[config.mk]
export PLATFORM = sky130hd
export DESIGN_NAME = sfgr_front
export DESIGN_NICKNAME = d
export VERILOG_FILES = /design/src/rtl/sfgr_pkg.sv /design/src/rtl/sfgr_front.sv
export SDC_FILE = /design/constraint.sdc
export NUM_CORES = 1
export LEC_CHECK = 0
export ABC_AREA = 1
export BUFFER_PORTS_ARGS = -buffer_cell sky130_fd_sc_hd__buf_4
export CAP_MARGIN = 20
export CORE_AREA = 2 2 106 108
export DETAILED_ROUTE_END_ITERATION = 8
export DIE_AREA = 0 0 108 110
export GPL_ROUTABILITY_DRIVEN = 0
export SYNTH_ARGS = -nofsm -noshare
export SYNTH_HDL_FRONTEND = slang
export SYNTH_SLANG_ARGS = --single-unit
[constraint.sdc]
create_clock -name clock -period 5.14 [get_ports clock]
set_input_delay 0.514 -clock clock [delete_from_list [all_inputs] [get_ports clock]]
set_output_delay 0.514 -clock clock [all_outputs]
set_load 0.01 [all_outputs]
[src/rtl/sfgr_pkg.sv]
`timescale 1ns / 1ps
// ----------------------------------------------------------------------------
// sfgr_pkg
// Shared types and constants of the stroke font glyph renderer: register
// indexes, input actions, queued commands and configuration bundle.
// ----------------------------------------------------------------------------
package sfgr_pkg;

   // default datapath width of origin and point positions
   localparam int POSITION_BITS_DEF = 32;
   // depth of the command queue between front and back end
   localparam int QUEUE_DEPTH_DEF   = 4;

   // font geometry
   localparam int FONT_CENTER = 82;
   localparam logic [7:0] PEN_UP_BYTE = 8'd32;

   // field widths
   localparam int COORD_W  = 8;
   localparam int IO_POS_W = 32;
   localparam int CSR_W    = 24;
   localparam int DELTA_W  = 10;   // font-unit difference, signed
   localparam int GLYPH_W  = 9;    // glyph offset and width, signed

   typedef enum logic [2:0] {
      CSR_COS_ANGLE   = 3'd0,
      CSR_SIN_ANGLE   = 3'd1,
      CSR_SCALE_X     = 3'd2,
      CSR_SCALE_Y     = 3'd3,
      CSR_CENTERED    = 3'd4,
      CSR_FIXED_WIDTH = 3'd5,
      CSR_MAX_WIDTH   = 3'd6,
      CSR_DESCENDER   = 3'd7
   } csr_index_type;

   typedef enum logic [1:0] {
      ACT_SET_ORIGIN  = 2'd0,
      ACT_GLYPH_START = 2'd1,
      ACT_VERTEX      = 2'd2,
      ACT_GLYPH_END   = 2'd3
   } action_type;

   // work handed from front to back end
   typedef enum logic [1:0] {
      OP_LOAD    = 2'd0,   // load origin from pos, no result
      OP_POINT   = 2'd1,   // transform vertex, emit point
      OP_ADVANCE = 2'd2    // move origin by glyph width, emit move
   } op_type;

   typedef struct packed {
      op_type                     op;
      logic                       draw;
      logic signed [DELTA_W-1:0]  dx;
      logic signed [DELTA_W-1:0]  dy;
      logic signed [IO_POS_W-1:0] pos_x;
      logic signed [IO_POS_W-1:0] pos_y;
   } cmd_type;

   typedef struct packed {
      logic signed [15:0] cos_angle;
      logic signed [15:0] sin_angle;
      logic [23:0]        scale_x;
      logic [23:0]        scale_y;
      logic               centered;
      logic               fixed_width;
      logic [7:0]         max_width;
      logic signed [7:0]  descender;
   } cfg_type;

endpackage

[src/rtl/sfgr_front.sv]
`timescale 1ns / 1ps
// ----------------------------------------------------------------------------
// sfgr_front
// Input side: decodes each transaction, tracks pen and glyph extent state and
// turns vertices, origin loads and glyph ends into queued commands.
// ----------------------------------------------------------------------------
module sfgr_front (
   input  logic                                clock,
   input  logic                                reset,
   input  sfgr_pkg::cfg_type                   cfg,
   input  logic                                accept,
   input  logic [1:0]                          action,
   input  logic [sfgr_pkg::COORD_W-1:0]        coord_a,
   input  logic [sfgr_pkg::COORD_W-1:0]        coord_b,
   input  logic signed [sfgr_pkg::IO_POS_W-1:0] pos_x,
   input  logic signed [sfgr_pkg::IO_POS_W-1:0] pos_y,
   output logic                                push,
   output sfgr_pkg::cmd_type                   cmd
);

   localparam int DW = sfgr_pkg::DELTA_W;
   localparam int GW = sfgr_pkg::GLYPH_W;
   localparam logic signed [DW-1:0] CENTER_D = DW'(sfgr_pkg::FONT_CENTER);
   localparam logic signed [GW-1:0] CENTER_G = GW'(sfgr_pkg::FONT_CENTER);

   logic                   pen_up_ff, pen_up_in;
   logic signed [GW-1:0]   offset_ff, offset_in;
   logic signed [GW-1:0]   width_ff,  width_in;

   logic                   pen_byte;
   logic signed [DW-1:0]   vx_dx, vx_dy, desc_d;
   sfgr_pkg::action_type   act;

   assign act      = sfgr_pkg::action_type'(action);
   assign pen_byte = (coord_a == sfgr_pkg::PEN_UP_BYTE);

   // vertex deltas in font units
   assign desc_d = cfg.centered ? '0 : DW'(cfg.descender);
   assign vx_dx  = $signed({2'b00, coord_a}) - CENTER_D - DW'(offset_ff);
   assign vx_dy  = CENTER_D - $signed({2'b00, coord_b}) - desc_d;

   // decode and glyph state update
   always_comb begin
      pen_up_in = pen_up_ff;
      offset_in = offset_ff;
      width_in  = width_ff;
      push      = 1'b0;
      cmd.op    = sfgr_pkg::OP_LOAD;
      cmd.draw  = 1'b0;
      cmd.dx    = vx_dx;
      cmd.dy    = vx_dy;
      cmd.pos_x = pos_x;
      cmd.pos_y = pos_y;
      case (act)
         sfgr_pkg::ACT_SET_ORIGIN: begin
            push = accept;
         end
         sfgr_pkg::ACT_GLYPH_START: begin
            if (accept) begin
               pen_up_in = 1'b1;
               if (cfg.centered) begin
                  offset_in = '0;
               end else if (cfg.fixed_width) begin
                  offset_in = -$signed({2'b00, cfg.max_width[7:1]});
               end else begin
                  offset_in = $signed({1'b0, coord_a}) - CENTER_G;
               end
               if (cfg.fixed_width) begin
                  width_in = $signed({1'b0, cfg.max_width});
               end else begin
                  width_in = $signed({1'b0, coord_b}) - $signed({1'b0, coord_a});
               end
            end
         end
         sfgr_pkg::ACT_VERTEX: begin
            cmd.op   = sfgr_pkg::OP_POINT;
            cmd.draw = !pen_up_ff;
            if (accept) begin
               if (pen_byte) begin
                  pen_up_in = 1'b1;
               end else begin
                  pen_up_in = 1'b0;
                  push      = 1'b1;
               end
            end
         end
         sfgr_pkg::ACT_GLYPH_END: begin
            cmd.op = sfgr_pkg::OP_ADVANCE;
            cmd.dx = DW'(width_ff);
            cmd.dy = '0;
            push   = accept;
            if (accept) begin
               pen_up_in = 1'b1;
            end
         end
         default: begin
            push = 1'b0;
         end
      endcase
   end

   always_ff @(posedge clock) begin
      if (reset) begin
         pen_up_ff <= 1'b1;
         offset_ff <= '0;
         width_ff  <= '0;
      end else begin
         pen_up_ff <= pen_up_in;
         offset_ff <= offset_in;
         width_ff  <= width_in;
      end
   end

endmodule

* Yosys cells after proc, flatten, opt, wreduce, memory -nomap -nowiden
Index checks and enable logic that the tools add are counted. W data, S select, Z words.
Storage, ports and cells: register bits after elaboration 19, input bits 183, output and inout port bits 88, word-level logic and storage cells 37
Cells by class: add/subtract/negate cells 7, eq/ne operators 6, muxes and demuxes 14, reduce and logical (&&, ||, !) cells 7
Operator list (number):
- $mux W9 | 3
- $mux W20 | 1
- $sub A8 B7 Y9 const B | 2
- $mux W10 | 1
- $sub A9 B10 Y10 | 1
- $sub A9 B9 Y10 | 1
- $neg A7 Y9 | 1
- $sub A7 B8 Y9 const A | 1
- $sub A8 B8 Y9 | 1
- $eq A8 B6 Y1 const B | 1
- $mux W1 | 6
- $eq A2 B2 Y1 const B | 2
- $pmux W1 S2 | 2
- $pmux W2 S2 | 1
- $reduce_or A2 Y1 | 2
- $reduce_and A3 Y1 | 1
- $eq A2 B1 Y1 const B | 1
- $logic_not A2 Y1 | 1
- $ne A2 B1 Y1 const B | 1
- $ne A2 B2 Y1 const B | 1
- $reduce_and A2 Y1 | 1
- $reduce_bool A2 Y1 | 1
- $logic_not A1 Y1 | 1

* Longest topological paths before layout
Gate-level depths: netlist of the first run.
depth after elaboration 4, depth in mapped cells 17, depth with buffers taken out 17

* Worst setup path after synthesis of the first run
OpenSTA, ideal clock, no wires.
path kind in2out, start in coord_b[0] in the netlist's numbering, end out cmd[73] in the netlist's numbering, data arrival time 2.195 ns, required time 4.626 ns, slack 2.431 ns, stages 13, buffers on the path 0, cell sequence ha_1 nor2_1 nand2_1 a21oi_1 xor2_1 ha_1 a21oi_1 inv_1 a31oi_1 nand3_1 nand2_1 inv_1 nor2_1
RTL lines:
- from (decl) | RTL line sfgr_front.sv:14 | input logic [sfgr_pkg::COORD_W-1:0] coord_b,
- to (decl) | RTL line sfgr_front.sv:18 | output sfgr_pkg::cmd_type cmd

==> results.sh, run 1 <==
export IMPL_synth_edf_count=0
export IMPL_use_met2_pct=24.3
export IMPL_grt_antenna_before_repair=0
export IMPL_drc_errors=0
export IMPL_async_flop_share_pct=0
export IMPL_path_clk_slew_ns=0.08
export IMPL_seq_area_frac_synth_pct=12.0
export IMPL_coreArea_sq_um=10700
export IMPL_min_delay_path_class="reg -> reg"
export IMPL_path_cells="buf_4 > inv_1 > ha_1 > nand2_1 > nand2_1 > nand2_2 > nand3_1 > nand2_1 > ha_1 > a21oi_1 > a21boi_0 > nand2_1 > nand2_1 > nand3_1 > nand2_1 > buf_4"
export IMPL_avgSynthCellArea_sq_um=6.12
export IMPL_grt_util_met3_pct=4.76
export IMPL_rsz0062_at_grt="false"
export IMPL_rows=38
export IMPL_num_vias=3095
export IMPL_io_buffer_count=62
export IMPL_r2r_end="width_ff[4]"
export IMPL_fin_crit_sh_pct=61.2
export IMPL_fp_dieH_um=110
export IMPL_pin_count=271
export IMPL_wl_um=8900
export IMPL_min_delay_start="offset_ff[5]"
export IMPL_path_buf_inv=3
export IMPL_firstDrtPassIters=5
export IMPL_diodes=0
export IMPL_grt_max_degree=22
export IMPL_end_kind="output pin"
export IMPL_grt_use_total_pct=14.8
export IMPL_sequentialPowerShare_pct=25.5
export IMPL_setup_tns_final_ns=0
export IMPL_clock_skew_ns=0
export IMPL_drive_gt1_share_pct=16.7
export IMPL_worst_r2r_path_depth=2
export IMPL_top_usage_layer="met2"
export IMPL_r2r_slack_ns=4.46
export IMPL_postCtsHoldBufs=0
export IMPL_first_iter_violations=195
export IMPL_fmax_mhz=318
export IMPL_netlist_area_leader_share_pct=15.4
export IMPL_p_per_area_nw_per_um2=184
export IMPL_die_area_sq_um=11900
export IMPL_swShare_pct=42.2
export IMPL_start_util_pct=29.5
export IMPL_internal_power_w=0.000354
export IMPL_nets=730
export IMPL_grt_pass1_wl_um=13800
export IMPL_die_x_um=108
export IMPL_setup_viol=0
export IMPL_startpoint_type="input pin"
export IMPL_cts_root_buffer="clkbuf_8"
export IMPL_status="finished clean"
export IMPL_synthTopCellsByArea="buf_4 (15%), nand2_1 (15%), ha_1 (13%), dfxtp_1 (12%), inv_1 (7.4%)"
export IMPL_area_growth_pct=5.07
export IMPL_netlist_instances=516
export IMPL_irDropWorstVdd_mv=0.102
export IMPL_synth_main_ff_cell="dfxtp_1"
export IMPL_power_total_w=0.000612
export IMPL_cts_max_path_buffers=2
export IMPL_syn_num_nets=735
export IMPL_cpMaxStageDelayCell="ha_1"
export IMPL_syn_area_sq_um=3160
export IMPL_synth_top_area_cell="buf_4"
export IMPL_hold_depth=2
export IMPL_crit_required_ns=4.63
export IMPL_min_to="offset_ff[5]"
export IMPL_cts_tree="done"
export IMPL_p_leak_nw=1.71
export IMPL_cp_arrival_ns=2.63
export IMPL_period_needed_ns=3.14
export IMPL_numCtsBuffers=3
export IMPL_slew_headroom_pct=43.8
export IMPL_worst_pin_slew_ns=0.841
export IMPL_criticalPathCategory="in -> out"
export IMPL_viasPerCell=4.76
export IMPL_seqCellArea_sq_um=380
export IMPL_cts_sinks=19
export IMPL_clk_latency_ns=0.26
export IMPL_synth_cell_types=37
export IMPL_ys_warn_count=0
export IMPL_overflow=0
export IMPL_ys_ff_latch=19
export IMPL_nFillCells=1202
export IMPL_p_comb_share_pct=56.3
export IMPL_reg2reg_from="width_ff[4]"
export IMPL_multi_input_area_sq_um=1980
export IMPL_drtAntennaViolNets=0
export IMPL_slew_viol_final=0
export IMPL_clockPowerShare_pct=18.2
export IMPL_avgRoutedWirePerCell_um=13.7
export IMPL_dp_final_hpwl_um=7550
export IMPL_cts_setup_buffers=0
export IMPL_use_met1_pct=18.0
export IMPL_cp_max_fo=7
export IMPL_cap_viol_max_count=0
export IMPL_critPathTopFamily="simple AND/OR/NAND/NOR gates"
export IMPL_cts_resized=0
export IMPL_grt_pass1_vias=2847
export IMPL_switching_power_w=0.000258
export IMPL_cpPeakStageDelay_ns=0.32
export IMPL_cts_max_level=1
export IMPL_crit_top_cell="nand2_1"
export IMPL_hold_viol=0
-- cell usage in the layout, fill, tap and decap left out, types with 10 or more instances in the layout --
| master | n |
|---|---|
| nor2_1 | 34 |
| o21ai_1 | 10 |
| nand3_1 | 38 |
| nand2_1 | 125 |
| buf_4 | 63 |
| o21ai_0 | 15 |
| ha_1 | 33 |
| a21oi_1 | 45 |
| inv_1 | 62 |
| dfxtp_1 | 19 |
-- synthesized netlist by cell type (3+ instances only) --
master,count
nand4_1,6
nand2_1,125
nor2_2,3
inv_1,62
or2_1,3
nand3_1,38
inv_2,8
o211ai_1,3
nand2_2,3
or2_0,3
fa_1,3
buf_2,5
a21oi_1,45
dfxtp_1,19
buf_4,65
xor2_1,8
ha_1,33
o21ai_0,15
nor2_1,34
o21ai_1,10
-- cell type report --
class,instances,share of cell area (%)
clock buffer,3,1.24
sequential,19,11.5
timing repair buffer,63,14.2
inverter,71,8.03
clock inverter,1,0.151
tap,140,5.28
multi-input combinational,353,59.6
-- routing by layer --
metal,share of wire (%),vias to the layer above,wire length (um)
li1,-,1581,-
met1,42,1378,3710
met2,45,106,3990
met3,11,30,951
met4,2.7,0,238
met5,0,-,0
-- flip-flops by register name, indices dropped and copies added (netlist names) --
signal / cells
offset_ff: 9
pen_up_ff: 1
width_ff: 9
-- through the flow --
stage,cells,utilization [%],worst slack (ns),hold WS [ns],area (sq um)
after floorplan,516,-,2.43,0.439,3160
after global placement,646,30.6,2.01,0.455,3270
after detailed placement,646,30.6,1.99,0.456,3270
after CTS,650,31.0,1.98,0.468,3320
after global routing,650,31.0,1.72,0.492,3320
final,650,31.0,2.00,0.465,3320
-- how the worst max path moves through the flow --
| stage | start | to | slack (ns) | depth (start not counted) |
|---|---|---|---|---|
| detailed placement | coord_a[1] | cmd[82] | 1.99 | 16 |
| finish | coord_a[1] | cmd[82] | 2.00 | 16 |
| global route | coord_a[1] | cmd[82] | 1.72 | 16 |
| floorplan | coord_b[0] | cmd[73] | 2.43 | 13 |
| global placement | coord_a[1] | cmd[82] | 2.01 | 16 |
| CTS | coord_a[1] | cmd[82] | 1.98 | 16 |
-- worst min-delay path, delay by kind of cell, from the launching register on --
kind,cells,cell delay (ns)
AOI/OAI and AO/OA,1,0.05
and+or+nand+nor,1,0.06
DFF,1,0.31
-- power by group through the flow --
stage	Clock [W]	Sequential [W]	Combinational, W
after floorplan	0	0.000158	0.000273
after global placement	0	0.000160	0.000340
after detailed placement	0	0.000160	0.000344
after CTS	0.000113	0.000156	0.000346
after global routing	0.000119	0.000157	0.000390
final	0.000111	0.000156	0.000345
-- cell families (layout without fill, tap and decap cells) --
kind of cell	Yosys count	count (layout)	share of synthesized area, %
AOI/OAI and AO/OA	84	84	14.5
xor gates and xnor gates	10	10	2.77
adders and majority gates	36	36	15.0
buffers and inverters	144	138	25.3
DFF	19	19	12.0
and+or+nand+nor	223	223	30.4
Power figures use the tool's default switching activity.
==> run 2: changes to the inputs <==
CORE_AREA = 2 2 107 109   (was 2 2 106 108)
DIE_AREA = 0 0 109 111   (was 0 0 108 110)
clock period = 3.25 ns   (was 5.14 ns; I/O delays follow)
==> results.sh, run 2 (synthesis gave the netlist of run 1 again) <==
export IMPL_worst_pin_slew_ns=0.795
export IMPL_seqCellArea_sq_um=380
export IMPL_grt_pass1_wl_um=14000
export IMPL_cts_max_level=1
export IMPL_r2r_end="width_ff[4]"
export IMPL_criticalPathCategory="in -> out"
export IMPL_drive_gt1_share_pct=16.5
export IMPL_slew_viol_final=0
export IMPL_cts_sinks=19
export IMPL_end_kind="output pin"
export IMPL_setup_viol=0
export IMPL_grt_pass1_vias=3018
export IMPL_numCtsBuffers=3
export IMPL_cap_viol_max_count=0
export IMPL_status="finished clean"
export IMPL_setup_tns_final_ns=0
export IMPL_fp_dieH_um=111
export IMPL_cts_tree="done"
export IMPL_clk_latency_ns=0.26
export IMPL_preCtsSetupSlack_ns=0.486
export IMPL_startpoint_type="input pin"
export IMPL_fin_util_pct=30.2
export IMPL_p_per_area_nw_per_um2=314
export IMPL_wl_um=8750
export IMPL_grt_max_degree=22
export IMPL_area_growth_pct=6.02
export IMPL_overflow=0
export IMPL_cts_resized=0
export IMPL_crit_required_ns=2.92
export IMPL_multi_input_area_sq_um=1980
export IMPL_irDropWorstVdd_mv=0.177
export IMPL_stdcell_area_sq_um=3350
export IMPL_cts_setup_buffers=0
export IMPL_layout_commonest_cell="nand2_1"
export IMPL_path_clk_slew_ns=0.06
export IMPL_drtAntennaViolNets=0
export IMPL_viasPerCell=4.73
export IMPL_cts_max_path_buffers=2
export IMPL_firstDrtPassIters=4
export IMPL_cp_arrival_ns=2.43
export IMPL_dp_final_hpwl_um=7370
export IMPL_slew_headroom_pct=47.0
export IMPL_hold_viol=0
export IMPL_cp_max_fo=7
export IMPL_crit_end="cmd[82]"
export IMPL_postCtsHoldBufs=0
export IMPL_fmax_mhz=363
export IMPL_placed_cell_area_sq_um=3270
export IMPL_power_total_w=0.00105
export IMPL_reg_top3="offset_ff (9), width_ff (9), pen_up_ff (1)"
export IMPL_r2r_slack_ns=2.56
export IMPL_grt_use_total_pct=14.4
export IMPL_clock_skew_ns=0
export IMPL_worst_r2r_path_depth=2
export IMPL_num_vias=3081
export IMPL_reg2reg_from="width_ff[4]"
export IMPL_diodes=0
export IMPL_mostFrequentLayoutCells="nand2_1 (125), inv_1 (62), buf_4 (62)"
export IMPL_crit_start="coord_a[1]"
export IMPL_cts_root_buffer="clkbuf_16"
export IMPL_start_util_pct=28.5
export IMPL_coreArea_sq_um=11100
export IMPL_nFillCells=1251
export IMPL_io_buffer_count=62
export IMPL_period_needed_ns=2.76
export IMPL_path_cells="buf_4 > inv_1 > ha_1 > nand2_1 > nand2_1 > nand2_2 > nand3_1 > nand2_1 > ha_1 > a21oi_1 > a21boi_0 > nand2_1 > nand2_1 > nand3_1 > nand2_1 > buf_4"
export IMPL_pin_count=271
export IMPL_p_leak_nw=1.72
export IMPL_grt_antenna_before_repair=0
export IMPL_crit_top_cell="nand2_1"
export IMPL_cpMaxStageDelayCell="ha_1"
export IMPL_drc_errors=0
export IMPL_min_delay_path_class="in -> reg"
export IMPL_die_area_sq_um=12100
export IMPL_rsz0062_at_grt="false"
export IMPL_die_x_um=109
export IMPL_nets=729
export IMPL_avgRoutedWirePerCell_um=13.4
export IMPL_first_iter_violations=124
export IMPL_rows=39
export IMPL_cpPeakStageDelay_ns=0.31
export IMPL_fin_crit_sh_pct=84.8
export IMPL_worst_slack_ns=0.492
[run 2: cell types whose count changed in the layout (fill, tap and decap cells not counted), sizes merged]
cell,before,now
buf,63,62
[run 2: how the worst min path moves through the flow]
stage,to,from,cells past startpoint
finish,offset_ff[2],reset,2
global route,offset_ff[6],reset,2
CTS,offset_ff[1],reset,2
detailed placement,offset_ff[4],offset_ff[4],2
global placement,offset_ff[7],offset_ff[7],2
floorplan,offset_ff[8],reset,1
[run 2: cell type report]
type | count | area share (%)
flip-flops and latches | 19 | 11.4
clock buffers | 3 | 2.24
inverters | 71 | 7.96
multi-input cells | 353 | 59.1
well taps | 143 | 5.34
clock inverters | 1 | 0.149
repair buffers | 62 | 13.9
[run 2: metal layers]
layer | routed length [um] | vias up | share of wire, % | GRT usage, %
li1 | - | 1576 | - | -
met4 | 170 | 0 | 1.9 | 4.19
met1 | 3790 | 1365 | 43 | 17.7
met3 | 868 | 27 | 9.9 | 4.70
met5 | 0 | - | 0 | 0
met2 | 3930 | 113 | 45 | 23.7
[run 2: power by group]
part / switching, W / internal (W)
logic: 0.000312 / 0.000232
registers: 0.00000558 / 0.000242
clock network: 0.0000962 / 0.000165
total: 0.000413 / 0.000639
[run 2: worst max-delay path: cells and delay by family]
family                     cells  cell delay [ns]
adders and majority gates      2             0.55
AOI/OAI and AO/OA              2             0.39
and+or+nand+nor                9             0.68
buffers and inverters          3             0.48
[run 2: per-stage QoR]
step,hold slack (ns),std cells
floorplan,0.394,516
global placement,0.456,648
detailed placement,0.456,648
CTS,0.366,652
global route,0.383,652
finish,0.363,652
