### src/rtl/sfgr_pkg.sv
`timescale 1ns / 1ps
// ----------------------------------------------------------------------------
// sfgr_pkg
// Shared types and constants of the stroke font glyph renderer: register
// indexes, input actions, queued commands and configuration bundle.
// ----------------------------------------------------------------------------
package sfgr_pkg;

   // default datapath width of origin and point positions
   localparam int POSITION_BITS_DEF = 32;
   // depth of the command queue between front and back end
   localparam int QUEUE_DEPTH_DEF   = 4;

   // font geometry
   localparam int FONT_CENTER = 82;
   localparam logic [7:0] PEN_UP_BYTE = 8'd32;

   // field widths
   localparam int COORD_W  = 8;
   localparam int IO_POS_W = 32;
   localparam int CSR_W    = 24;
   localparam int DELTA_W  = 10;   // font-unit difference, signed
   localparam int GLYPH_W  = 9;    // glyph offset and width, signed

   typedef enum logic [2:0] {
      CSR_COS_ANGLE   = 3'd0,
      CSR_SIN_ANGLE   = 3'd1,
      CSR_SCALE_X     = 3'd2,
      CSR_SCALE_Y     = 3'd3,
      CSR_CENTERED    = 3'd4,
      CSR_FIXED_WIDTH = 3'd5,
      CSR_MAX_WIDTH   = 3'd6,
      CSR_DESCENDER   = 3'd7
   } csr_index_type;

   typedef enum logic [1:0] {
      ACT_SET_ORIGIN  = 2'd0,
      ACT_GLYPH_START = 2'd1,
      ACT_VERTEX      = 2'd2,
      ACT_GLYPH_END   = 2'd3
   } action_type;

   // work handed from front to back end
   typedef enum logic [1:0] {
      OP_LOAD    = 2'd0,   // load origin from pos, no result
      OP_POINT   = 2'd1,   // transform vertex, emit point
      OP_ADVANCE = 2'd2    // move origin by glyph width, emit move
   } op_type;

   typedef struct packed {
      op_type                     op;
      logic                       draw;
      logic signed [DELTA_W-1:0]  dx;
      logic signed [DELTA_W-1:0]  dy;
      logic signed [IO_POS_W-1:0] pos_x;
      logic signed [IO_POS_W-1:0] pos_y;
   } cmd_type;

   typedef struct packed {
      logic signed [15:0] cos_angle;
      logic signed [15:0] sin_angle;
      logic [23:0]        scale_x;
      logic [23:0]        scale_y;
      logic               centered;
      logic               fixed_width;
      logic [7:0]         max_width;
      logic signed [7:0]  descender;
   } cfg_type;

endpackage

### src/rtl/sfgr_queue.sv
`timescale 1ns / 1ps
// ----------------------------------------------------------------------------
// sfgr_queue
// Small command FIFO between front and back end, head entry shown directly.
// ----------------------------------------------------------------------------
module sfgr_queue #(
   parameter int DEPTH = sfgr_pkg::QUEUE_DEPTH_DEF
) (
   input  logic              clock,
   input  logic              reset,
   input  logic              push,
   input  sfgr_pkg::cmd_type wr_data,
   input  logic              pop,
   output sfgr_pkg::cmd_type rd_data,
   output logic              full,
   output logic              empty
);

   localparam int PTR_W = (DEPTH > 1) ? $clog2(DEPTH) : 1;
   localparam int CNT_W = $clog2(DEPTH + 1);
   localparam logic [PTR_W-1:0] LAST = PTR_W'(DEPTH - 1);

   sfgr_pkg::cmd_type  entry_ff [DEPTH];
   logic [PTR_W-1:0]   wr_ptr_ff, wr_ptr_in;
   logic [PTR_W-1:0]   rd_ptr_ff, rd_ptr_in;
   logic [CNT_W-1:0]   count_ff,  count_in;
   logic               do_push, do_pop;

   assign full    = (count_ff == CNT_W'(DEPTH));
   assign empty   = (count_ff == '0);
   assign do_push = push && !full;
   assign do_pop  = pop && !empty;
   assign rd_data = entry_ff[rd_ptr_ff];

   // pointer and fill count
   always_comb begin
      wr_ptr_in = wr_ptr_ff;
      rd_ptr_in = rd_ptr_ff;
      count_in  = count_ff;
      if (do_push) begin
         wr_ptr_in = (wr_ptr_ff == LAST) ? '0 : wr_ptr_ff + 1'b1;
      end
      if (do_pop) begin
         rd_ptr_in = (rd_ptr_ff == LAST) ? '0 : rd_ptr_ff + 1'b1;
      end
      if (do_push && !do_pop) begin
         count_in = count_ff + 1'b1;
      end else if (do_pop && !do_push) begin
         count_in = count_ff - 1'b1;
      end
   end

   always_ff @(posedge clock) begin
      if (reset) begin
         wr_ptr_ff <= '0;
         rd_ptr_ff <= '0;
         count_ff  <= '0;
      end else begin
         wr_ptr_ff <= wr_ptr_in;
         rd_ptr_ff <= rd_ptr_in;
         count_ff  <= count_in;
      end
   end

   // storage
   always_ff @(posedge clock) begin
      if (do_push) begin
         entry_ff[wr_ptr_ff] <= wr_data;
      end
   end

endmodule

### config.mk
export PLATFORM = sky130hd
export DESIGN_NAME = sfgr_queue
export DESIGN_NICKNAME = d
export VERILOG_FILES = /design/src/rtl/sfgr_pkg.sv /design/src/rtl/sfgr_queue.sv
export SDC_FILE = /design/constraint.sdc
export NUM_CORES = 1
export LEC_CHECK = 0
export BUFFER_PORTS_ARGS = -buffer_cell sky130_fd_sc_hd__buf_2
export CAP_MARGIN = 10
export CORE_ASPECT_RATIO = 0.8
export CORE_MARGIN = 10
export CORE_UTILIZATION = 61
export CTS_CLUSTER_DIAMETER = 200
export DETAILED_ROUTE_END_ITERATION = 10
export PLACE_DENSITY = 0.84
export SLEW_MARGIN = 15
export SYNTH_ARGS = -nofsm -noshare
export SYNTH_HDL_FRONTEND = slang
export SYNTH_SLANG_ARGS = --single-unit
### constraint.sdc
create_clock -name clock -period 4.75 [get_ports clock]
set_input_delay 0.475 -clock clock [delete_from_list [all_inputs] [get_ports clock]]
set_output_delay 0.475 -clock clock [all_outputs]
set_load 0.05 [all_outputs]
# == After elaboration in Yosys (flattened, before gate mapping) ==
# Memories as Yosys holds them, arrays and structs flattened. A register that Yosys moved wholly into a read port is not among the register bits.
# Index checks and enable logic that the tools add are counted.
# classes
n_addsub,4
eq_ne,3
muxes,8
reduce_logical,10
# op_table
cell,n
2-bit two-way mux,4
3-bit two-way mux,2
2-bit by 1-bit adder with 2-bit output (second input constant),2
2-bit equality test (second input constant),2
1-bit logical AND,4
1-bit logical NOT,4
3-bit by 1-bit adder with 3-bit output (second input constant),1
3-bit equality test (second input constant),1
3-bit logical NOT,1
3-bit by 1-bit subtractor with 3-bit output (second input constant),1
1-bit two-way mux,2
2-bit nonzero test,1
# totals
reg_bits,7
ram_bits,348
in_bits,91
out_inout_bits,89
elab_cells,29
memories,1
# memory_table
name,words,width,read_ports,rd_ports_with_merged_regs,write_ports,line,rtl
entry_ff,4,87,1,1,1,sfgr_queue.sv:23,sfgr_pkg::cmd_type entry_ff [DEPTH];

# == Depth between registers and ports, before layout ==
# Gate-level depths: netlist (run 1).
# depth
word_depth,7
ltp_mapped,10
ltp_nobuf,9

# == Least setup slack after synthesis (run 1) ==
# No wires, ideal clock.
# synth_timing
path_kind,register -> register
from,register count_ff[0]
to,"memory entry_ff[0][0] in the netlist's numbering, enable pin"
setup_ns,0.456
arrival_time_ns,2.746
required_time_ns,4.294
setup_slack_ns,1.548
path_stages_with_launch,4
path_buffers,1
synth_period_minus_slack_ns,3.202
cell_sequence,dfxtp_1 or3b_1 buf_2 and3_1
# synth_via
elab_chain_cells,5
# synth_lines
element,line,rtl
from (decl),sfgr_queue.sv:26,"logic [CNT_W-1:0] count_ff, count_in;"
from (signal assigned),sfgr_queue.sv:61,count_ff <= count_in;
3-bit equality test,sfgr_queue.sv:29,assign full = (count_ff == CNT_W'(DEPTH));
1-bit logical NOT,sfgr_queue.sv:31,assign do_push = push && !full;
1-bit logical AND,sfgr_queue.sv:31,
1-bit two-way mux,sfgr_queue.sv:67,if (do_push) begin
1-bit two-way mux (not written as such),sfgr_queue.sv:68,entry_ff[wr_ptr_ff] <= wr_data;
to (decl),sfgr_queue.sv:23,
# No other way between the ends.

==> impl_summary.txt, run 1 <==
----------------------------------------------------
[Placed design]
  Routability congestion estimate from global placement ... 0.7567
  Worst setup slack after placement ... 2086 ps
  Hpwl dp ... 15.68 mm
  Buffers added on ports ... 179
  Cell Count Post-Placement ... around 940
  Area after DPL ... 14,200 sq um

[Layout]
  Post-synthesis to final-layout area growth ... 17.81%
  Number of nets in the layout ... between 800 and 900
  Multi-input combinational cell area ... approximately 2200 sq um
  Ant diodes ... 0
  Layout fillers ... 1,156
  Final Non-Filler Cells ... 1,001
  Share of cells above drive strength 1 ... 45.22%
  FF+latch area ... 10,640 sq um
  Cell area after layout ... 15,340 sq um

[Synthesis]
  Post-Synth XOR/XNOR Area ... 0.1345%
  Number of enable flip-flop cells after synthesis ... ~350
  Largest cells by area after synthesis ... sky130_fd_sc_hd__edfxtp_1, sky130_fd_sc_hd__mux4_2, sky130_fd_sc_hd__dfxtp_1
  Fraction of the yosys area taken by sequential cells ... 81.61%
  Post-synthesis sequential element count ... between 300 and 400
  Adder-Cell Fraction of Synth Area ... 0.7301%
  Most instantiated cells after synthesis ... sky130_fd_sc_hd__edfxtp_1, sky130_fd_sc_hd__mux4_2, sky130_fd_sc_hd__buf_2
  Count of warnings emitted by yosys ... 0
  Number of nets produced by synthesis ... 603
  Multiplexer area fraction after synthesis ... approximately 15%
  Largest family of logic cells by synthesized area ... multiplexers
  Top cell type's share of synthesized area ... 80.23%
  Post-Synthesis Cells ... 505
  Compound-cell area share of the yosys netlist ... 0.3458%
  Most common cell in the synthesized netlist ... sky130_fd_sc_hd__edfxtp_1
  Most instantiated flip-flop cell in the synthesis netlist ... sky130_fd_sc_hd__edfxtp_1
  Most area-hungry cell type in the Yosys netlist ... sky130_fd_sc_hd__edfxtp_1
  Post-synth design cell area ... 13,020 sq um
  Simple logic cell fraction of the synthesized area ... less than 1%
  Share of synthesized registers carrying an async set or reset ... 0%
  Average instance area after synthesis ... about 26 sq um
  Count of unique library cells instantiated by Yosys ... 25

[Global route]
  Leftover overflow at the end of global routing ... 0
  Via count of the first global-routing pass ... ~6,400
  Met1 capacity usage during global routing ... 25.28%
  All-layer global routing usage ... between 10% and 20%
  Met2 track utilization from global routing ... 27.31%
  Number of antenna violations at the first check in global routing ... 6
  Met3 Use GR ... 6.816%
  Global routing's busiest layer ... met2
  Largest net degree at the start of global routing ... 67
  First-pass GRT wire length ... between 30 and 40 mm

[Timing]
  Peak Freq ... 318.7 MHz
  Final hold viol count ... 0
  Slew at the pin closest to its max-slew limit ... approximately 1000 ps
  Share of the clock period used by the worst path after layout ... 66.05%
  Slew Limit Fails ... 0
  Hold_ws ... 191.4 ps
  Fin crit period ... about 3100 ps
  Clock skew after layout ... between 10 and 15 ps
  Fin worst setup slack ... 1612 ps
  Sum Neg Setup Slack ... 0 ps
  Unrepaired setup endpoints after global routing ... no
  Finish-stage setup viols ... 0
  Worst-case headroom to the max-slew limit ... 31.31%

[Floorplan]
  Die span in x ... around 180 um
  Initial core utilization ... 62.57%
  Core ar. ... 20,820 sq um
  Die Y-Extent ... 150.7 um
  Standard-cell row count ... 47
  Total die area ... 27,630 sq um
  Count of boundary I/O pins ... 180

[Job]
  # Max-Cap Violations ... 0

[Worst setup path]
  Crit. path cell count ... 3
  CP Buf/Inv Count ... 2
  Critical path launch point type ... flop
  Chain of cells forming the critical path ... buf_4, mux4_2, buf_2
  Maximum fanout along the worst path ... 66
  Category of the worst setup path capture point ... primary output
  Cell family with most CP delay ... flip-flops
  Worst path arrival time ... 2660 ps
  Slowest cell on crit path ... sky130_fd_sc_hd__dfxtp_4
  Critical path class ... reg2out
  Logic depth of the worst register-to-register path ... 3
  Slowest cell delay on critical path ... 990 ps
  Required time worst endpoint ... approximately 4300 ps

[Clock network]
  Number of gates resized after CTS ... 0
  H-tree Lvls ... 2
  Cts-stage hold buffer count ... 0
  Register clock-pin slew on the reported worst setup and hold paths ... 60 ps
  Num Clock Sinks ... 357
  Worst-case clock buffer depth ... 3
  Cts bufs inserted ... 35
  Buffer cell driving the clock tree root ... sky130_fd_sc_hd__clkbuf_16
  Source-to-sink clock delay at the later pin of the worst-skew pair ... 500 ps
  Post-CTS setup-driven buffer insertion count ... 0
  Clock tree from TritonCTS ... built

[Routing]
  Wire length per cell after detailed routing ... 25.37 um
  Final WL ... between 20 and 30 mm
  Iteration-0 DRC count of the detailed router ... 426
  Detailed-router iteration count before antenna repair ... 5
  Routed via count divided by cell count ... 6.035
  Via count ... 6,041
  Number of nets with antenna violations after detailed routing ... 0
  Post-route DRC violation count ... 0

[Power and ir drop]
  Worst-case vdd ir drop ... 0.3724 mV
  Static power due to leakage ... 5.172 nW
  PD cells ... 604.6 nW/um^2

[Hold path]
  Number of cells on the worst hold path ... 1
  Hold Crit Class ... in2reg

[Run status]
  Run status ... complete, no violations

----------------------------------------------------
-- final cells by class --
cell class	count	area share [%]
sequential	357	69.32
multi-input combinational	121	14.61
clock buffer	47	6.279
timing repair buffer	186	6.262
tap	269	2.193
clock inverter	16	1.207
inverter	5	0.1223
-- flip-flops by register name, summed over array words and instances, names as in the netlist, named ones only --
| signal | flops |
|---|---|
| entry_ff | 348 |
| wr_ptr_ff | 2 |
| count_ff | 3 |
| rd_ptr_ff | 2 |
-- final timing paths --
path	from	to	slack, ps
worst max-delay path	flop	rd_data[41]	1610
worst min-delay path	wr_data[78]	entry_ff[2][78]	190
worst max register to register	count_ff[0]	entry_ff[1][27]	2190
worst min register to register	wr_ptr_ff[1]	wr_ptr_ff[1]	520
-- per-stage QoR --
step                total power [mW]  utilization, %
finish                         9.277           73.71
global placement               6.575           68.19
detailed placement             6.639           68.19
global route                   9.619           73.71
floorplan                      6.037               -
CTS                            9.370           73.71
-- placed cells by master (no fill, tap or decap), drive strengths merged, types with 3 or more instances in the layout --
| cell | netlist | layout |
|---|---|---|
| a21oi | 3 | 3 |
| and3 | 4 | 4 |
| buf | 16 | 186 |
| bufinv | 0 | 4 |
| clkbuf | 6 | 47 |
| clkinv | 0 | 10 |
| dfxtp | 9 | 9 |
| edfxtp | 348 | 348 |
| ha | 6 | 6 |
| inv | 5 | 5 |
| mux4 | 87 | 87 |
| nor2 | 4 | 4 |
-- routing by layer --
layer	vias to the layer above	share of wire [%]
li1	2573	-
met1	3120	42
met2	292	47
met3	46	9.8
met4	10	1.6
met5	-	0.23
-- power breakdown --
part | switching, mW | internal [mW]
combinational | 1.78 | 0.767
clock | 1.08 | 1.65
sequential | 0.184 | 3.81
total | 3.05 | 6.23
-- logic make-up after synthesis --
group | after synthesis
flip-flops | 357
multiplexers | 89
buffers and inverters | 27
AND/OR/NAND/NOR | 16
AO/OA/AOI/OAI | 7
adder cells (fa/ha/maj) | 7
XOR/XNOR | 2
Power figures use the tool's default switching activity.
==> run 2: changes to the inputs <==
- ABC_AREA: unset -> 1
- CORE_UTILIZATION: 61 -> 52
- PLACE_DENSITY: 0.84 -> 0.76
- clock period: 4.75 -> 2.7 ns (I/O delays scaled with it)
==> run 2 against run 1 <==
Net effect: worst hold slack got worse by 170 ps; synthesized cell count increased by 81%; power increased by 100%; die area increased by 18%; via count increased by 39%.
==> impl_summary.txt, run 2 <==
----------------------------------------------------
[Layout]
  Post-synthesis to final-layout area growth ... 23.61% (was 17.81%)
  Share of cells above drive strength 1 ... 20.88% (was 45.22%)
  Layout fillers ... 1,809 (was 1,156)
  Highest-count cells in the layout ignoring fill and taps ... sky130_fd_sc_hd__edfxtp_1, sky130_fd_sc_hd__nor2_1, sky130_fd_sc_hd__buf_2 (was sky130_fd_sc_hd__edfxtp_1, sky130_fd_sc_hd__buf_2, sky130_fd_sc_hd__mux4_2)
  Commonest non-fill, non-tap cell in the layout ... sky130_fd_sc_hd__edfxtp_1 (unchanged)
  Number of nets in the layout ... 1,279 (was 804)
  Top reg by flops ... entry_ff (unchanged)
  Largest register FFs ... 348 (unchanged)
  Largest registers ... entry_ff x348, count_ff x3 (unchanged)

[Global route]
  Largest net degree at the start of global routing ... 131 (was 67)
  Global routing's busiest layer ... met2 (unchanged)
  Via count of the first global-routing pass ... 8,658 (was 6,394)
  Met3 Use GR ... 4.155% (was 6.816%)
  All-layer global routing usage ... 18.24% (about the same)
  Met2 track utilization from global routing ... 29.08% (was 27.31%)
  Met1 capacity usage during global routing ... 24.86% (was 25.28%)
  First-pass GRT wire length ... 47.09 mm (was 38.43 mm)
  Leftover overflow at the end of global routing ... 0 (unchanged)
  Number of antenna violations at the first check in global routing ... 5 (was 6)

[Worst setup path]
  Slowest cell on crit path ... sky130_fd_sc_hd__dfxtp_4 (unchanged)
  Reg-to-reg critical path startpoint ... count_ff[1] (was count_ff[0])
  Required time worst endpoint ... 2430 ps (was 4280 ps)
  Register-to-register setup slack ... 590 ps (was 2190 ps)
  Crit Reg-Reg Endpoint ... count_ff[1] (was entry_ff[1][27])
  Chain of cells forming the critical path ... buf_12, o21ai_0, o22ai_1, buf_2 (was buf_4, mux4_2, buf_2)
  Critical path class ... reg2out (unchanged)
  Worst path arrival time ... 2230 ps (was 2660 ps)
  CP Buf/Inv Count ... 2 (unchanged)
  Critical path launch point type ... flop (unchanged)
  Cell family with most CP delay ... buffers and inverters (was flip-flops)
  Maximum fanout along the worst path ... 130 (was 66)
  Slowest cell delay on critical path ... 380 ps (was 990 ps)
  Logic depth of the worst register-to-register path ... 9 (was 3)
  Category of the worst setup path capture point ... primary output (unchanged)

[Power and ir drop]
  Static power due to leakage ... 5.893 nW (was 5.172 nW)
  Final Power ... 18.52 mW (was 9.277 mW)
  PD cells ... 1117 nW/um^2 (was 604.6 nW/um^2)
  Worst-case vdd ir drop ... 1.050 mV (was 0.3724 mV)

[Timing]
  Slew at the pin closest to its max-slew limit ... 617.1 ps (was 1030 ps)
  Peak Freq ... 400.0 MHz
  Unrepaired setup endpoints after global routing ... no (unchanged)
  Sum Neg Setup Slack ... 0 ps (unchanged)
  Finish-stage setup viols ... 0 (unchanged)
  Fin crit period ... roughly 2500 ps
  Share of the clock period used by the worst path after layout ... 92.59%
  Worst-case headroom to the max-slew limit ... 58.86% (was 31.31%)
  Clock skew after layout ... 20.14 ps (was 11.67 ps)
  Final hold viol count ... 0 (unchanged)
  Slew Limit Fails ... 0 (unchanged)

[Hold path]
  Min-Delay Endpoint ... entry_ff[0][40] (was entry_ff[2][78])
  Number of cells on the worst hold path ... 1 (unchanged)
  Worst hold path startpoint ... wr_data[40] (was wr_data[78])
  Hold Crit Class ... in2reg (unchanged)

[Clock network]
  Cts bufs inserted ... 37 (was 35)
  Number of gates resized after CTS ... 0 (unchanged)
  Num Clock Sinks ... 357 (unchanged)
  Post-CTS setup-driven buffer insertion count ... 0 (unchanged)
  Worst-case clock buffer depth ... 3 (unchanged)
  H-tree Lvls ... 2 (unchanged)
  Source-to-sink clock delay at the later pin of the worst-skew pair ... 510 ps (was 500 ps)
  Register clock-pin slew on the reported worst setup and hold paths ... 60 ps (about the same)
  Clock tree from TritonCTS ... built (unchanged)
  Cts-stage hold buffer count ... 86 (was 0)
  Buffer cell driving the clock tree root ... sky130_fd_sc_hd__clkbuf_16 (unchanged)

[Synthesis]
  Post-synthesis sequential element count ... 357 (unchanged)
  Post-Synthesis Cells ... 912 (was 505)
  Most area-hungry cell type in the Yosys netlist ... sky130_fd_sc_hd__edfxtp_1 (unchanged)
  Count of unique library cells instantiated by Yosys ... 22 (was 25)
  Most common cell in the synthesized netlist ... sky130_fd_sc_hd__edfxtp_1 (unchanged)
  Top cell type's share of synthesized area ... 77.92% (was 80.23%)
  Largest cells by area after synthesis ... sky130_fd_sc_hd__edfxtp_1, sky130_fd_sc_hd__nor2_1, sky130_fd_sc_hd__o22ai_1 (was sky130_fd_sc_hd__edfxtp_1, sky130_fd_sc_hd__mux4_2, sky130_fd_sc_hd__dfxtp_1)
  Post-synth design cell area ... 13,410 sq um (was 13,020 sq um)
  Most instantiated cells after synthesis ... sky130_fd_sc_hd__edfxtp_1, sky130_fd_sc_hd__nor2_1, sky130_fd_sc_hd__o21ai_0 (was sky130_fd_sc_hd__edfxtp_1, sky130_fd_sc_hd__mux4_2, sky130_fd_sc_hd__buf_2)
  Number of enable flip-flop cells after synthesis ... 348 (unchanged)
  Most instantiated flip-flop cell in the synthesis netlist ... sky130_fd_sc_hd__edfxtp_1 (unchanged)
  Average instance area after synthesis ... 14.71 sq um (was 25.79 sq um)
  Number of nets produced by synthesis ... 1,010 (was 603)
  Share of synthesized registers carrying an async set or reset ... 0% (unchanged)
  Count of warnings emitted by yosys ... 0 (unchanged)
  Fraction of the yosys area taken by sequential cells ... 79.26% (was 81.61%)

[Routing]
  Wire length per cell after detailed routing ... 19.59 um (was 25.37 um)
  Via count ... 8,418 (was 6,041)
  Detailed-router iteration count before antenna repair ... 5 (unchanged)
  Post-route DRC violation count ... 0 (unchanged)
  Routed via count divided by cell count ... 5.480 (was 6.035)
  Final WL ... 30.09 mm (was 25.39 mm)
  Iteration-0 DRC count of the detailed router ... 686 (was 426)
  Number of nets with antenna violations after detailed routing ... 0 (unchanged)

[Floorplan]
  Total die area ... 32,660 sq um (was 27,630 sq um)
  Count of boundary I/O pins ... 180 (unchanged)
  Initial core utilization ... 52.86% (was 62.57%)
  Die span in x ... 199.6 um (was 183.4 um)
  Core ar. ... 25,370 sq um (was 20,820 sq um)
  Standard-cell row count ... 52 (was 47)
  Die Y-Extent ... 163.6 um (was 150.7 um)

[Placed design]
  Buffers added on ports ... 179 (unchanged)
  Routability congestion estimate from global placement ... 0.7522 (was 0.7567)
  Hpwl dp ... 17.18 mm (was 15.68 mm)

[Job]
  # Max-Cap Violations ... 0 (unchanged)

[Run status]
  Run status ... complete, no violations (unchanged)

----------------------------------------------------
run 2: changes by cell type after synthesis, moves of 3 or more:
cell,previous run,this run
sky130_fd_sc_hd__o21ai_1,0,82
sky130_fd_sc_hd__and3_1,4,0
sky130_fd_sc_hd__clkbuf_2,0,6
sky130_fd_sc_hd__inv_1,4,16
sky130_fd_sc_hd__nor2_1,4,189
sky130_fd_sc_hd__o21ai_0,2,93
sky130_fd_sc_hd__o22ai_1,0,87
sky130_fd_sc_hd__mux4_2,87,0
sky130_fd_sc_hd__buf_8,3,0
sky130_fd_sc_hd__nand2_1,1,14
sky130_fd_sc_hd__buf_4,0,14
sky130_fd_sc_hd__clkbuf_1,6,14
sky130_fd_sc_hd__buf_6,1,13
run 2: per-stage QoR:
step                setup WS (ps)  utilization, %  instance area, sq um  std cells  hold slack, ps
CTS                         207.6           65.29                 16570       1531           1.470
floorplan                  -745.7               -                 13420        912           342.4
global route                148.7           65.32                 16570       1534           10.21
global placement            685.6           57.65                 14630       1380           451.5
finish                      200.0           65.34                 16580       1536           21.58
detailed placement          601.5           57.65                 14630       1380           461.0
run 2: how the worst max path moves through the flow:
stage                startpoint  depth (start not counted)              to
floorplan           count_ff[0]                          4  entry_ff[0][0]
global placement    count_ff[1]                          9     count_ff[1]
detailed placement  count_ff[1]                          9     count_ff[1]
CTS                        flop                          5     rd_data[71]
global route               flop                          5     rd_data[82]
finish                     flop                          4     rd_data[41]
run 2: cells by family after synthesis:
logic type      count (synthesis)  share of synthesized area, %
compound gates                265                         10.70
xor+xnor                        1                       0.06532
fa+ha+maj                       7                        0.7090
buf+inv                        74                         3.349
flops                         357                         79.26
simple gates                  208                         5.915
run 2: area by class of cell:
type	instances	area [sq um]	area share [%]
clock inverter	13	93.84	0.5660
antenna	5	12.51	0.07547
multi-input combinational	481	2362	14.25
tap	324	405.4	2.445
clock buffer	52	982.2	5.925
sequential	357	10640	64.15
timing repair buffer	286	2014	12.15
inverter	18	72.57	0.4377
run 2: per-layer routing:
metal  part of all wire [%]  vias up
met5                      0        -
met4                    1.3        0
met3                    8.4       32
met2                     48      329
met1                     42     4084
li1                       -     3973
run 2: where the power goes:
group / switching [mW] / internal (mW) / total [mW]
Clock: 1.93 / 2.64 / 4.56
Sequential: 0.156 / 6.75 / 6.91
Combinational: 5.47 / 1.58 / 7.05
Total: 7.55 / 11.0 / 18.5
run 2: worst reg2reg max path: cells and delay by family, from the launching register on:
family	cells	cell delay, ps
adders and majority gates	2	630
DFF	1	330
AOI/OAI and AO/OA	1	170
buffers and inverters	2	180
and+or+nand+nor	4	700
